[config.mk]
export PLATFORM = sky130hd
export DESIGN_NAME = http_request_parser
export DESIGN_NICKNAME = d
export VERILOG_FILES = /design/src/rtl/core/hrp_pkg.sv /design/src/rtl/core/http_request_parser.sv
export VERILOG_INCLUDE_DIRS = /design/src /design/src/rtl/core
export SDC_FILE = /design/constraint.sdc
export NUM_CORES = 2
export LEC_CHECK = 0
export BUFFER_PORTS_ARGS = -buffer_cell sky130_fd_sc_hd__clkbuf_2
export CAP_MARGIN = 30
export CORE_MARGIN = 2
export CORE_UTILIZATION = 50
export DETAILED_ROUTE_END_ITERATION = 10
export GPL_ROUTABILITY_DRIVEN = 1
export PLACE_DENSITY_LB_ADDON = 0.08
export SLEW_MARGIN = 30
export SYNTH_ARGS = -nofsm -noshare
export SYNTH_HDL_FRONTEND = slang
export SYNTH_SLANG_ARGS = --single-unit
[constraint.sdc]
create_clock -name clk -period 24.2 [get_ports clk]
set_clock_uncertainty 0.05 [all_clocks]
set_input_delay 4.84 -clock clk [delete_from_list [all_inputs] [get_ports clk]]
set_output_delay 4.84 -clock clk [all_outputs]
set_load 0.02 [all_outputs]
[src/rtl/core/http_request_parser_macros.svh]
// ----------------------------------------------------------------------------
// http_request_parser_macros
// assertion helpers for the request parser
// ----------------------------------------------------------------------------
`ifndef HTTP_REQUEST_PARSER_MACROS_SVH
`define HTTP_REQUEST_PARSER_MACROS_SVH

// condition must never hold outside reset
`define HRP_NEVER(lbl, expr) \
  lbl: assert property (@(posedge clk) disable iff (!rst_n) !(expr)) \
    else $error("assertion failed");

// antecedent implies consequent in the same cycle
`define HRP_IMPL(lbl, ante, cons) \
  lbl: assert property (@(posedge clk) disable iff (!rst_n) (ante) |-> (cons)) \
    else $error("assertion failed");

// antecedent implies consequent in the next cycle
`define HRP_NEXT(lbl, ante, cons) \
  lbl: assert property (@(posedge clk) disable iff (!rst_n) (ante) |=> (cons)) \
    else $error("assertion failed");

`endif

[src/rtl/core/hrp_pkg.sv]
// ----------------------------------------------------------------------------
// hrp_pkg
// types, constants and per-byte step functions of the request parser
// ----------------------------------------------------------------------------
`timescale 1ns / 1ps

package hrp_pkg;

  localparam int LENGTH_BITS = 64;

  localparam logic [2:0] PH_REQ   = 3'd0;
  localparam logic [2:0] PH_HDR   = 3'd1;
  localparam logic [2:0] PH_BODY  = 3'd2;
  localparam logic [2:0] PH_DONE  = 3'd3;
  localparam logic [2:0] PH_ERR   = 3'd4;

  localparam logic [3:0] CL_METHOD = 4'd0;
  localparam logic [3:0] CL_SPACE  = 4'd1;
  localparam logic [3:0] CL_URI    = 4'd2;
  localparam logic [3:0] CL_VER    = 4'd3;
  localparam logic [3:0] CL_NAME   = 4'd4;
  localparam logic [3:0] CL_COLON  = 4'd5;
  localparam logic [3:0] CL_VALUE  = 4'd6;
  localparam logic [3:0] CL_TERM   = 4'd7;
  localparam logic [3:0] CL_BODY   = 4'd8;
  localparam logic [3:0] CL_UNCONS = 4'd9;

  localparam logic [1:0] ST_BUSY = 2'd0;
  localparam logic [1:0] ST_DONE = 2'd1;
  localparam logic [1:0] ST_ERR  = 2'd2;

  localparam logic [2:0] DG_LEAD  = 3'd0;
  localparam logic [2:0] DG_PLUS  = 3'd1;
  localparam logic [2:0] DG_MINUS = 3'd2;
  localparam logic [2:0] DG_POS   = 3'd3;
  localparam logic [2:0] DG_NEG   = 3'd4;
  localparam logic [2:0] DG_POSST = 3'd5;
  localparam logic [2:0] DG_NEGST = 3'd6;
  localparam logic [2:0] DG_BAD   = 3'd7;

  localparam logic [1:0] LP_FIRST = 2'd0;
  localparam logic [1:0] LP_SECOND = 2'd1;
  localparam logic [1:0] LP_THIRD = 2'd2;

  localparam logic [7:0] CH_CR    = 8'h0d;
  localparam logic [7:0] CH_LF    = 8'h0a;
  localparam logic [7:0] CH_SP    = 8'h20;
  localparam logic [7:0] CH_HT    = 8'h09;
  localparam logic [7:0] CH_VT    = 8'h0b;
  localparam logic [7:0] CH_FF    = 8'h0c;
  localparam logic [7:0] CH_COLON = 8'h3a;
  localparam logic [7:0] CH_PLUS  = 8'h2b;
  localparam logic [7:0] CH_MINUS = 8'h2d;

  localparam int NUM_METH = 9;
  localparam logic [63:0] METH_TEXT [NUM_METH] = '{
    64'("GET"), 64'("POST"), 64'("PUT"), 64'("DELETE"), 64'("HEAD"),
    64'("OPTIONS"), 64'("PATCH"), 64'("TRACE"), 64'("CONNECT")};
  localparam logic [3:0] METH_LEN [NUM_METH] = '{
    4'd3, 4'd4, 4'd3, 4'd6, 4'd4, 4'd7, 4'd5, 4'd5, 4'd7};
  localparam logic [111:0] CL_TEXT = "content-length";
  localparam logic [3:0] CL_LEN = 4'd14;

  typedef struct packed {
    logic [2:0]             phase;
    logic [1:0]             line_part;
    logic [NUM_METH-1:0]    method_match;
    logic [3:0]             token_pos;
    logic                   name_match;
    logic [2:0]             digit_state;
    logic [LENGTH_BITS-1:0] number_accum;
    logic [LENGTH_BITS-1:0] expected_length;
    logic [LENGTH_BITS-1:0] body_count;
    logic [3:0]             method_found;
  } hrp_state_t;

  typedef struct packed {
    hrp_state_t st;
    logic [7:0] ob;
    logic [3:0] cls;
  } hrp_db_t;

  typedef struct packed {
    logic [7:0]  byte_v;
    logic [3:0]  cls;
    logic        consumed;
    logic [1:0]  status;
    logic [3:0]  method_code;
    logic [63:0] content_length;
    logic        run_last;
    logic        chunk_last;
  } hrp_res_t;

  function automatic hrp_state_t clear_line(hrp_state_t s);
    hrp_state_t r;
    r = s;
    r.line_part = LP_FIRST;
    r.token_pos = 4'd0;
    r.name_match = 1'b1;
    r.digit_state = DG_LEAD;
    r.number_accum = '0;
    return r;
  endfunction

  function automatic hrp_state_t reset_state();
    hrp_state_t r;
    r = '0;
    r.phase = PH_REQ;
    r.method_match = '1;
    return clear_line(r);
  endfunction

  function automatic logic [1:0] status_of(logic [2:0] ph);
    logic [1:0] r;
    r = (ph == PH_DONE) ? ST_DONE : ((ph == PH_ERR) ? ST_ERR : ST_BUSY);
    return r;
  endfunction

  function automatic hrp_state_t digit_step(hrp_state_t s, logic [7:0] c);
    hrp_state_t r;
    logic dig;
    logic do_acc;
    logic [LENGTH_BITS+3:0] wide;
    r = s;
    dig = (c >= 8'h30) && (c <= 8'h39);
    do_acc = 1'b0;
    wide = {4'd0, s.number_accum};
    case (s.digit_state)
      DG_LEAD: begin
        if (c == CH_SP || c == CH_HT || c == CH_VT || c == CH_FF || c == CH_CR) begin
          r.digit_state = DG_LEAD;
        end else if (c == CH_PLUS) begin
          r.digit_state = DG_PLUS;
        end else if (c == CH_MINUS) begin
          r.digit_state = DG_MINUS;
        end else if (!dig) begin
          r.digit_state = DG_BAD;
        end else begin
          r.digit_state = DG_POS;
          do_acc = 1'b1;
        end
      end
      DG_PLUS, DG_MINUS: begin
        if (!dig) begin
          r.digit_state = DG_BAD;
        end else begin
          r.digit_state = (s.digit_state == DG_PLUS) ? DG_POS : DG_NEG;
          do_acc = 1'b1;
        end
      end
      DG_POS, DG_NEG: begin
        if (!dig) begin
          r.digit_state = s.digit_state + 3'd2;
        end else begin
          do_acc = 1'b1;
        end
      end
      default: r.digit_state = s.digit_state;
    endcase
    if (do_acc) begin
      wide = (wide << 3) + (wide << 1) + (LENGTH_BITS+4)'(c - 8'h30);
      if (wide[LENGTH_BITS+3:LENGTH_BITS] != 4'd0) begin
        r.digit_state = DG_BAD;
      end else begin
        r.number_accum = wide[LENGTH_BITS-1:0];
      end
    end
    return r;
  endfunction

  function automatic hrp_db_t data_byte(hrp_state_t s, logic [7:0] c);
    hrp_db_t r;
    logic found;
    logic [7:0] lc;
    r.st = s;
    r.ob = c;
    r.cls = CL_URI;
    found = 1'b0;
    lc = (c >= 8'h41 && c <= 8'h5a) ? c + 8'h20 : c;
    if (s.phase == PH_REQ) begin
      if (s.line_part == LP_FIRST) begin
        if (c == CH_SP) begin
          r.st.method_found = 4'd0;
          for (int i = 0; i < NUM_METH; i++) begin
            if (!found && s.method_match[i] && METH_LEN[i] == s.token_pos) begin
              r.st.method_found = 4'(i + 1);
              found = 1'b1;
            end
          end
          r.st.line_part = LP_SECOND;
          r.cls = CL_SPACE;
        end else begin
          for (int i = 0; i < NUM_METH; i++) begin
            if (s.token_pos >= METH_LEN[i] ||
                METH_TEXT[i][8*(int'(METH_LEN[i]) - 1 - int'(s.token_pos)) +: 8] != c) begin
              r.st.method_match[i] = 1'b0;
            end
          end
          if (s.token_pos != 4'd15) r.st.token_pos = s.token_pos + 4'd1;
          r.cls = CL_METHOD;
        end
      end else if (s.line_part == LP_SECOND) begin
        if (c == CH_SP) begin
          r.st.line_part = LP_THIRD;
          r.cls = CL_SPACE;
        end else begin
          r.cls = CL_URI;
        end
      end else begin
        r.cls = CL_VER;
      end
    end else if (s.line_part == LP_FIRST) begin
      if (c == CH_COLON) begin
        r.st.name_match = s.name_match && (s.token_pos == CL_LEN);
        r.st.line_part = LP_SECOND;
        r.cls = CL_COLON;
      end else begin
        if (s.token_pos >= CL_LEN ||
            CL_TEXT[8*(13 - int'(s.token_pos)) +: 8] != lc) begin
          r.st.name_match = 1'b0;
        end
        if (s.token_pos != 4'd15) r.st.token_pos = s.token_pos + 4'd1;
        r.ob = lc;
        r.cls = CL_NAME;
      end
    end else begin
      if (s.name_match) r.st = digit_step(s, c);
      r.cls = CL_VALUE;
    end
    return r;
  endfunction

  function automatic hrp_state_t end_line(hrp_state_t s);
    hrp_state_t r;
    r = s;
    if (s.phase == PH_REQ) begin
      r.phase = (s.line_part == LP_THIRD && s.method_found != 4'd0) ? PH_HDR : PH_ERR;
    end else if (s.line_part == LP_FIRST && s.token_pos == 4'd0) begin
      r.phase = (s.expected_length != '0) ? PH_BODY : PH_DONE;
    end else if (s.line_part == LP_FIRST) begin
      r.phase = PH_ERR;
    end else if (s.name_match) begin
      if (s.digit_state == DG_POS || s.digit_state == DG_POSST) begin
        r.expected_length = s.number_accum;
      end else if (s.digit_state == DG_NEG || s.digit_state == DG_NEGST) begin
        r.expected_length = '0 - s.number_accum;
      end else begin
        r.phase = PH_ERR;
      end
    end
    return clear_line(r);
  endfunction

  function automatic hrp_res_t mk_res(hrp_state_t s, logic [7:0] b, logic [3:0] cls,
                                      logic cons);
    hrp_res_t r;
    r.byte_v = b;
    r.cls = cls;
    r.consumed = cons;
    r.status = status_of(s.phase);
    r.method_code = s.method_found;
    r.content_length = 64'(s.expected_length);
    r.run_last = 1'b0;
    r.chunk_last = 1'b0;
    return r;
  endfunction

endpackage

[src/rtl/core/http_request_parser.sv]
// ----------------------------------------------------------------------------
// http_request_parser
// tags each byte of an http/1.1 request with its role, one byte per word
// ----------------------------------------------------------------------------
// channel | ports                   | words
// input   | in_valid / in_stall     | one request byte
// result  | out_valid / out_stall   | one tagged byte, zero to two per input
//
// an input word is taken every cycle while the 4-entry result queue has room
// for two results; each word yields zero, one or two results
// a held cr followed by any byte but another cr, without in_restart, gives two results in one word
// the result queue drains one word per cycle; out_stall backs it up
// reset (rst_n low) returns the parser to the start of a request line
// ----------------------------------------------------------------------------
`timescale 1ns / 1ps
`include "http_request_parser_macros.svh"

module http_request_parser (
  input  logic        clk,
  input  logic        rst_n,
  input  logic        in_valid,
  output logic        in_stall,
  input  logic [7:0]  in_byte,
  input  logic        in_restart,
  input  logic        in_chunk_last,
  output logic        out_valid,
  input  logic        out_stall,
  output logic [7:0]  out_byte,
  output logic [3:0]  out_byte_class,
  output logic        out_consumed,
  output logic [1:0]  out_status,
  output logic [3:0]  out_method_code,
  output logic [63:0] out_content_length,
  output logic        out_run_last,
  output logic        out_chunk_last_out
);

  hrp_pkg::hrp_state_t st_r, st_nxt;
  logic                cr_r, cr_nxt;
  hrp_pkg::hrp_res_t   res_r [4];
  logic [1:0]          wr_r, rd_r;
  logic [2:0]          cnt_r;
  hrp_pkg::hrp_res_t   r0, r1;
  logic [1:0]          n_res;
  logic                push, pop;

  always_comb begin
    hrp_pkg::hrp_state_t s;
    hrp_pkg::hrp_db_t    db;
    logic                c_used;
    s = in_restart ? hrp_pkg::reset_state() : st_r;
    cr_nxt = in_restart ? 1'b0 : cr_r;
    r0 = '0;
    r1 = '0;
    n_res = 2'd0;
    c_used = 1'b0;
    db = '0;
    if (s.phase >= hrp_pkg::PH_DONE) begin
      r0 = hrp_pkg::mk_res(s, in_byte, hrp_pkg::CL_UNCONS, 1'b0);
      n_res = 2'd1;
    end else if (s.phase == hrp_pkg::PH_BODY) begin
      s.body_count = s.body_count + 1'b1;
      if (s.body_count == s.expected_length) s.phase = hrp_pkg::PH_DONE;
      r0 = hrp_pkg::mk_res(s, in_byte, hrp_pkg::CL_BODY, 1'b1);
      n_res = 2'd1;
    end else begin
      if (cr_nxt) begin
        cr_nxt = 1'b0;
        if (in_byte == hrp_pkg::CH_LF) begin
          r0 = hrp_pkg::mk_res(s, hrp_pkg::CH_CR, hrp_pkg::CL_TERM, 1'b1);
          s = hrp_pkg::end_line(s);
          r1 = hrp_pkg::mk_res(s, in_byte, hrp_pkg::CL_TERM, 1'b1);
          n_res = 2'd2;
          c_used = 1'b1;
        end else begin
          db = hrp_pkg::data_byte(s, hrp_pkg::CH_CR);
          s = db.st;
          r0 = hrp_pkg::mk_res(s, db.ob, db.cls, 1'b1);
          n_res = 2'd1;
        end
      end
      if (!c_used) begin
        if (in_byte == hrp_pkg::CH_LF) begin
          s = hrp_pkg::end_line(s);
          r1 = hrp_pkg::mk_res(s, in_byte, hrp_pkg::CL_TERM, 1'b1);
          n_res = n_res + 2'd1;
        end else if (in_byte == hrp_pkg::CH_CR) begin
          cr_nxt = 1'b1;
        end else begin
          db = hrp_pkg::data_byte(s, in_byte);
          s = db.st;
          r1 = hrp_pkg::mk_res(s, db.ob, db.cls, 1'b1);
          n_res = n_res + 2'd1;
        end
        if (n_res == 2'd1 && in_byte != hrp_pkg::CH_CR) r0 = r1;
      end
    end
    if (n_res == 2'd1) begin
      r0.run_last = 1'b1;
      r0.chunk_last = in_chunk_last;
    end else if (n_res == 2'd2) begin
      r1.run_last = 1'b1;
      r1.chunk_last = in_chunk_last;
    end
    st_nxt = s;
  end

  assign in_stall  = (cnt_r > 3'd2);
  assign push      = in_valid && !in_stall;
  assign out_valid = (cnt_r != 3'd0);
  assign pop       = out_valid && !out_stall;

  always_ff @(posedge clk) begin
    if (!rst_n) begin
      st_r  <= hrp_pkg::reset_state();
      cr_r  <= 1'b0;
      wr_r  <= 2'd0;
      rd_r  <= 2'd0;
      cnt_r <= 3'd0;
    end else begin
      if (push) begin
        st_r <= st_nxt;
        cr_r <= cr_nxt;
        wr_r <= wr_r + n_res;
      end
      if (pop) rd_r <= rd_r + 2'd1;
      cnt_r <= cnt_r + (push ? {1'b0, n_res} : 3'd0) - (pop ? 3'd1 : 3'd0);
    end
  end

  always_ff @(posedge clk) begin
    if (push && n_res != 2'd0) res_r[wr_r] <= r0;
    if (push && n_res == 2'd2) res_r[wr_r + 2'd1] <= r1;
  end

  assign out_byte           = res_r[rd_r].byte_v;
  assign out_byte_class     = res_r[rd_r].cls;
  assign out_consumed       = res_r[rd_r].consumed;
  assign out_status         = res_r[rd_r].status;
  assign out_method_code    = res_r[rd_r].method_code;
  assign out_content_length = res_r[rd_r].content_length;
  assign out_run_last       = res_r[rd_r].run_last;
  assign out_chunk_last_out = res_r[rd_r].chunk_last;

  `HRP_NEVER(a_cnt_range, cnt_r > 3'd4)
  `HRP_IMPL(a_after_end_one, push && !in_restart && st_r.phase >= hrp_pkg::PH_DONE,
            n_res == 2'd1 && r0.consumed == 1'b0)
  `HRP_NEXT(a_two_fill, push && n_res == 2'd2 && !pop, cnt_r == $past(cnt_r) + 3'd2)

endmodule

Word level (Yosys, flattened, before mapping)

Memories as Yosys holds them, arrays and structs flattened. A register that Yosys moved wholly into a read port is not among the register bits.
Cells that the tools add are included.

Register bits after elaboration: 226
Bits in writable memories: 340
Input bits: 14
Output and inout port bits: 87
Word-level logic and storage cells: 572
Memories kept: 1

Memories:

| memory | depth | bits a word | rd ports | clocked after Yosys merged registers in | wr ports | RTL line                  | text |
|---|---|---|---|---|---|---|---|
| res_r  | 4     | 85          | 1        | 1                                       | 2        | http_request_parser.sv:40 | `hrp_pkg::hrp_res_t res_r [4];` |

Add/sub/neg operators: 31
Order comparisons: 18
Equal/unequal tests: 71
Shift operators: 20
Mux-type cells: 329
Reduce and logical (&&, ||, !) cells: 88

Operators by type and width:

| operator                                                                       | number |
|---|---|
| 218-bit 2-to-1 mux                                                             | 22 |
| 64-bit by 8-bit variable part select with 8-bit output (first input constant)  | 18 |
| 85-bit 2-to-1 mux                                                              | 13 |
| 64-bit 2-to-1 mux                                                              | 15 |
| 200-bit 2-to-1 mux                                                             | 2 |
| 199-bit 2-to-1 mux                                                             | 2 |
| 112-bit by 8-bit variable part select with 8-bit output (first input constant) | 2 |
| 208-bit 2-to-1 mux                                                             | 1 |
| 196-bit 2-to-1 mux                                                             | 1 |
| 3-bit 2-to-1 mux                                                               | 58 |
| 147-bit 2-to-1 mux                                                             | 1 |
| 67-bit by 65-bit adder with 68-bit output                                      | 2 |
| 67-bit 2-to-1 mux                                                              | 2 |
| 1-bit 2-to-1 mux                                                               | 133 |
| 64-bit nonzero test                                                            | 2 |
| 1-bit by 64-bit subtractor with 64-bit output (first input constant)           | 2 |
| 8-bit by 4-bit != test with 1-bit output (second input constant)               | 11 |
| 2-bit 2-to-1 mux                                                               | 40 |
| 8-bit != test                                                                  | 10 |
| 4-bit 2-to-1 mux                                                               | 18 |
| 68-bit adder                                                                   | 1 |
| 68-bit adder (second input constant)                                           | 1 |
| 64-bit by 1-bit adder with 64-bit output (second input constant)               | 1 |
| 64-bit equality test                                                           | 1 |
| other kinds (50)                                                               | 198 |

Longest topological paths before layout

Depth after elaboration: 139
Gate-level depth with buffers: 31
Gate-level depth less buffers: 23

Worst setup path before layout

No wires, ideal clock.

Path kind: input to register
Start: input port in_byte[6]
End: register st_r[164] (netlist bit)
Arrival: 18.014 ns
Required time: 24.018 ns
Slack: 6.004 ns
Stages on the path: 19
Buffers on the path: 5
Path through: buf_2 buf_1 nor3_1 fa_1 ha_1 o21a_1 o211ai_1 a2111oi_2 a211oi_1 o31a_1 or3_1 a32o_1 or4_4 buf_6 nand2b_4 buf_2 buf_2 a221oi_1 nor3_1

Word-level cells in the longest chain between the ends: 32
Elaborated cells on any way between the ends: 65
Those cells by class: 3 x add/sub; 2 x order compare; 12 x eq/ne; 38 x mux; 10 x reduce/logical

RTL lines:

| item                                                                               | RTL line                   | text |
|---|---|---|
| start: declaration                                                                 | http_request_parser.sv:23  | `input logic [7:0] in_byte,` |
| branches (longest 29 deep; another with 67-bit by 65-bit adder with 68-bit output) | -                          |  |
| 218-bit 2-to-1 mux (*)                                                             | http_request_parser.sv:82  | `if (!c_used) begin` |
| 147-bit 2-to-1 mux (*)                                                             | http_request_parser.sv:61  | `end else if (s.phase == hrp_pkg::PH_BODY) begin` |
| 218-bit 2-to-1 mux (*)                                                             | http_request_parser.sv:58  | `if (s.phase >= hrp_pkg::PH_DONE) begin` |
| end signal: assignment                                                             | http_request_parser.sv:115 | `st_r <= hrp_pkg::reset_state();` |
| end signal: assignment                                                             | http_request_parser.sv:122 | `st_r <= st_nxt;` |
| end: declaration                                                                   | http_request_parser.sv:38  | `hrp_pkg::hrp_state_t st_r, st_nxt;` |

Every way passes the cells marked *. The select of a mux whose other input is x is not followed.
A chain may end at the register's enable or synchronous reset.

Final worst setup path

Start: input port in_byte[4]
End: register st_r[181] (netlist bit)

The elaborated chain is that of the path after synthesis.

==> out/qor.yml <==
status: "complete, no violations"
grt_pass1_wl_um: 319000
overflow: 0
syn_to_final_growth_pct: 7.93
clock-sinks: 568
max_freq_mhz: 80.5
synth-edff-count: 336
drv_slew: 0
crit_path_max_incr_delay_ps: 680
crit_required_ps: 24710
cp-end-kind: "register"
htree_levels: 3
grt_util_all_layers_pct: 46.4
clk_latency_ps: 670
yosysMostFrequentCell: "nor2_1"
syn_area_mm2: 0.0456
syn-instance-count: 5550
tns_ps: 0
fin_crit_sh_pct: 51.3
setup_viol: 0
dominantRegCellSynth: "edfxtp_1"
start_kind: "input port"
numCtsBuffers: 66
synth-xor-area-share_pct: 4.96
worst_ep_arrival_time_ps: 12930
final_cells: 6595
initial_core_util_pct: 50.6
synth.avg_cell_area_um2: 8.21
antenna_found_initial: 10
worstSetupPathType: "in2reg"
min_path_type: "reg2reg"
hold_buffers: 0
cts_tree: "done"
yosysTopAreaCellShare_pct: 22.1
hpwl_um: 161000
crit_slowest_cell: "or4_4"
final_layout_size_suffix_gt1_share_pct: 10.5
first_pass_iters: 7
yosys-top-cells-area: "edfxtp_1 (22%), dfxtp_1 (10%), a21oi_1 (5.4%)"
wl_per_cell_um: 33.8
crit_chain: "clkbuf_2 -> inv_2 -> ha_1 -> nor3b_1 -> nand3_2 -> buf_4 -> nand2_1 -> nor2_1 -> fa_1 -> ha_1 -> a21oi_2 -> and3_1 -> nand3_1 -> a211oi_1 -> o31a_1 -> o21ai_0 -> a32o_1 -> or4_4 -> or2_1 -> o21ai_0 -> a21oi_1 -> nor3_1"
synth.area.mux_share_pct: 4.69
ys_warn_count: 0
clockBufferDepth: 3
crit_family: "simple AND/OR/NAND/NOR gates"
cts_resized: 0
path_max_fanout: 47
grt_max_degree: 86
drt-vias-per-instance: 7.34
cts-root-buf: "clkbuf_16"
period_minus_slack_ps: 12420
num_rows: 110
wl_um: 223000
dpl.cell_count: 6464
synth_top_area_cell: "edfxtp_1"
nFillCells: 8415
num_vias: 48400
synth_cell_type_count: 115
die_x_um: 306
io_buffer_count: 100
vdd_drop_max_mv: 0.0581
rsz0062_at_grt: "no"
ys_seq_area_share_pct: 32.3
antenna_left: 0
path_clk_slew_ps: 60
pin_count: 101
leakage_nw: 16.9
worstMarginPinSlew_ps: 1140
maxCapViolCount: 0
grt_pass1_vias: 43700
synthTopCellsByCount: "nor2_1 (582), nand2_1 (564), a21oi_1 (494), o21ai_0 (399), clkbuf_1 (380)"
powerDensity_mw_per_mm2: 70.0
synth_adder_area_share_pct: 5.55
coreArea_mm2: 0.0901
synth-compound-area-share_pct: 26.2
post_cts_buffers: 0
multi_input_area_mm2: 0.0287
hold_viol: 0
synth_async_sr_flop_share_pct: 0
die_area_mm2: 0.0936
synth_fp_nets: 5728
drc: 0
drt_iter0_markers: 7784
placed_area_mm2: 0.0469
die_y_um: 306
max_slew_margin_pct: 23.2
ys_seq_elements: 568
timing.critical_path.buf_inv: 3
register_area_mm2: 0.0147
synthSimpleGateAreaFrac_pct: 21.0
synth_top_family_by_area: "compound AO/OA/AOI/OAI gates"
gp_congestion: 1.12
finalInstanceArea_mm2: 0.0492
design.final.nets: 5535
[area by class of cell]
type,instances,share of cell area [%]
multi-input cells,4392,58.4
flip-flops and latches,568,30.0
clock buffers,93,3.75
repair buffers,249,3.33
well taps,1176,2.99
clock inverters,27,0.867
inverters,80,0.626
diodes,10,0.0509
[flip-flops by register name, summed over array words and instances (netlist names), named ones only]
| register | cells |
|---|---|
| cnt_r | 3 |
| rd_r | 2 |
| res_r | 340 |
| wr_r | 2 |
| cr_r | 1 |
| st_r | 218 |
[cell usage in the layout (no fill, tap or decap), drive strengths merged, types with 19 or more instances in the layout]
| cell | instances |
|---|---|
| and2 | 65 |
| or2 | 20 |
| a22oi | 96 |
| o211ai | 46 |
| nand4b | 19 |
| inv | 81 |
| and3 | 38 |
| a31oi | 66 |
| a21o | 41 |
| mux4 | 85 |
| a22o | 60 |
| fa | 64 |
| nand2b | 27 |
| dfxtp | 232 |
| a32oi | 19 |
| o22ai | 301 |
| clkbuf | 193 |
| a21oi | 499 |
| o21ai | 428 |
| nor4 | 105 |
| o31ai | 22 |
| nor2 | 584 |
| buf | 149 |
| a211oi | 55 |
| xnor2 | 184 |
| nand2 | 564 |
| nand3 | 144 |
| or4 | 38 |
| a221oi | 28 |
| xor2 | 74 |
| nor2b | 58 |
| edfxtp | 336 |
| nor3 | 145 |
| o32ai | 20 |
| nand4 | 72 |
| or3 | 40 |
| ha | 100 |
[logic make-up (layout without fill, tap and decap cells)]
kind of cell / after synthesis / after routing
buffers and inverters: 590 / 449
flip-flops: 568 / 568
adder cells (fa/ha/maj): 164 / 164
other: 0 / 10
AO/OA/AOI/OAI: 1892 / 1892
multiplexers: 107 / 107
AND/OR/NAND/NOR: 1971 / 1971
XOR/XNOR: 258 / 258
[routing by layer]
layer  share of wire, %  vias to the layer above  GRT usage, %
li1                   -                    20500             -
met1                 39                    23300          63.5
met2                 40                     3808          65.2
met3                 14                      742          14.7
met4                6.4                        8          24.1
met5              0.020                        -             0
[final timing paths]
| kind | from | to | slack [ps] | depth (start not counted) |
|---|---|---|---|---|
| setup / recovery | in_byte[4] | st_r[181] | 11790 | 22 |
| hold / removal | res_r[3][76] | res_r[3][76] | 410 | 2 |
| setup reg to reg | cr_r | st_r[181] | 16500 | 20 |
| hold reg to reg | res_r[3][76] | res_r[3][76] | 410 | 2 |
[metrics by stage]
step / hold slack (ps) / total power [mW] / setup slack (ps) / util [%]
after global placement: 390 / 2.35 / 11560 / 52.0
after CTS: 408 / 3.40 / 12010 / 54.5
after floorplan: 383 / 1.94 / 6000 / -
final: 408 / 3.44 / 11790 / 54.6
after global routing: 434 / 3.54 / 11370 / 54.6
after detailed placement: 400 / 2.35 / 11380 / 52.0
[tightest hold or removal path, cell delays in order, from the launching register on]
cell and delay (ps):
dfxtp_1 310, nand2_1 50, a21oi_1 50
[power by group]
group          leakage, nW  switching [mW]  internal (mW)
combinational         10.7           0.795          0.391
clock                 1.09           0.439          0.624
sequential            5.13          0.0886           1.10
total                 16.9            1.32           2.12
Note: power is estimated with default switching activity, not from simulation.
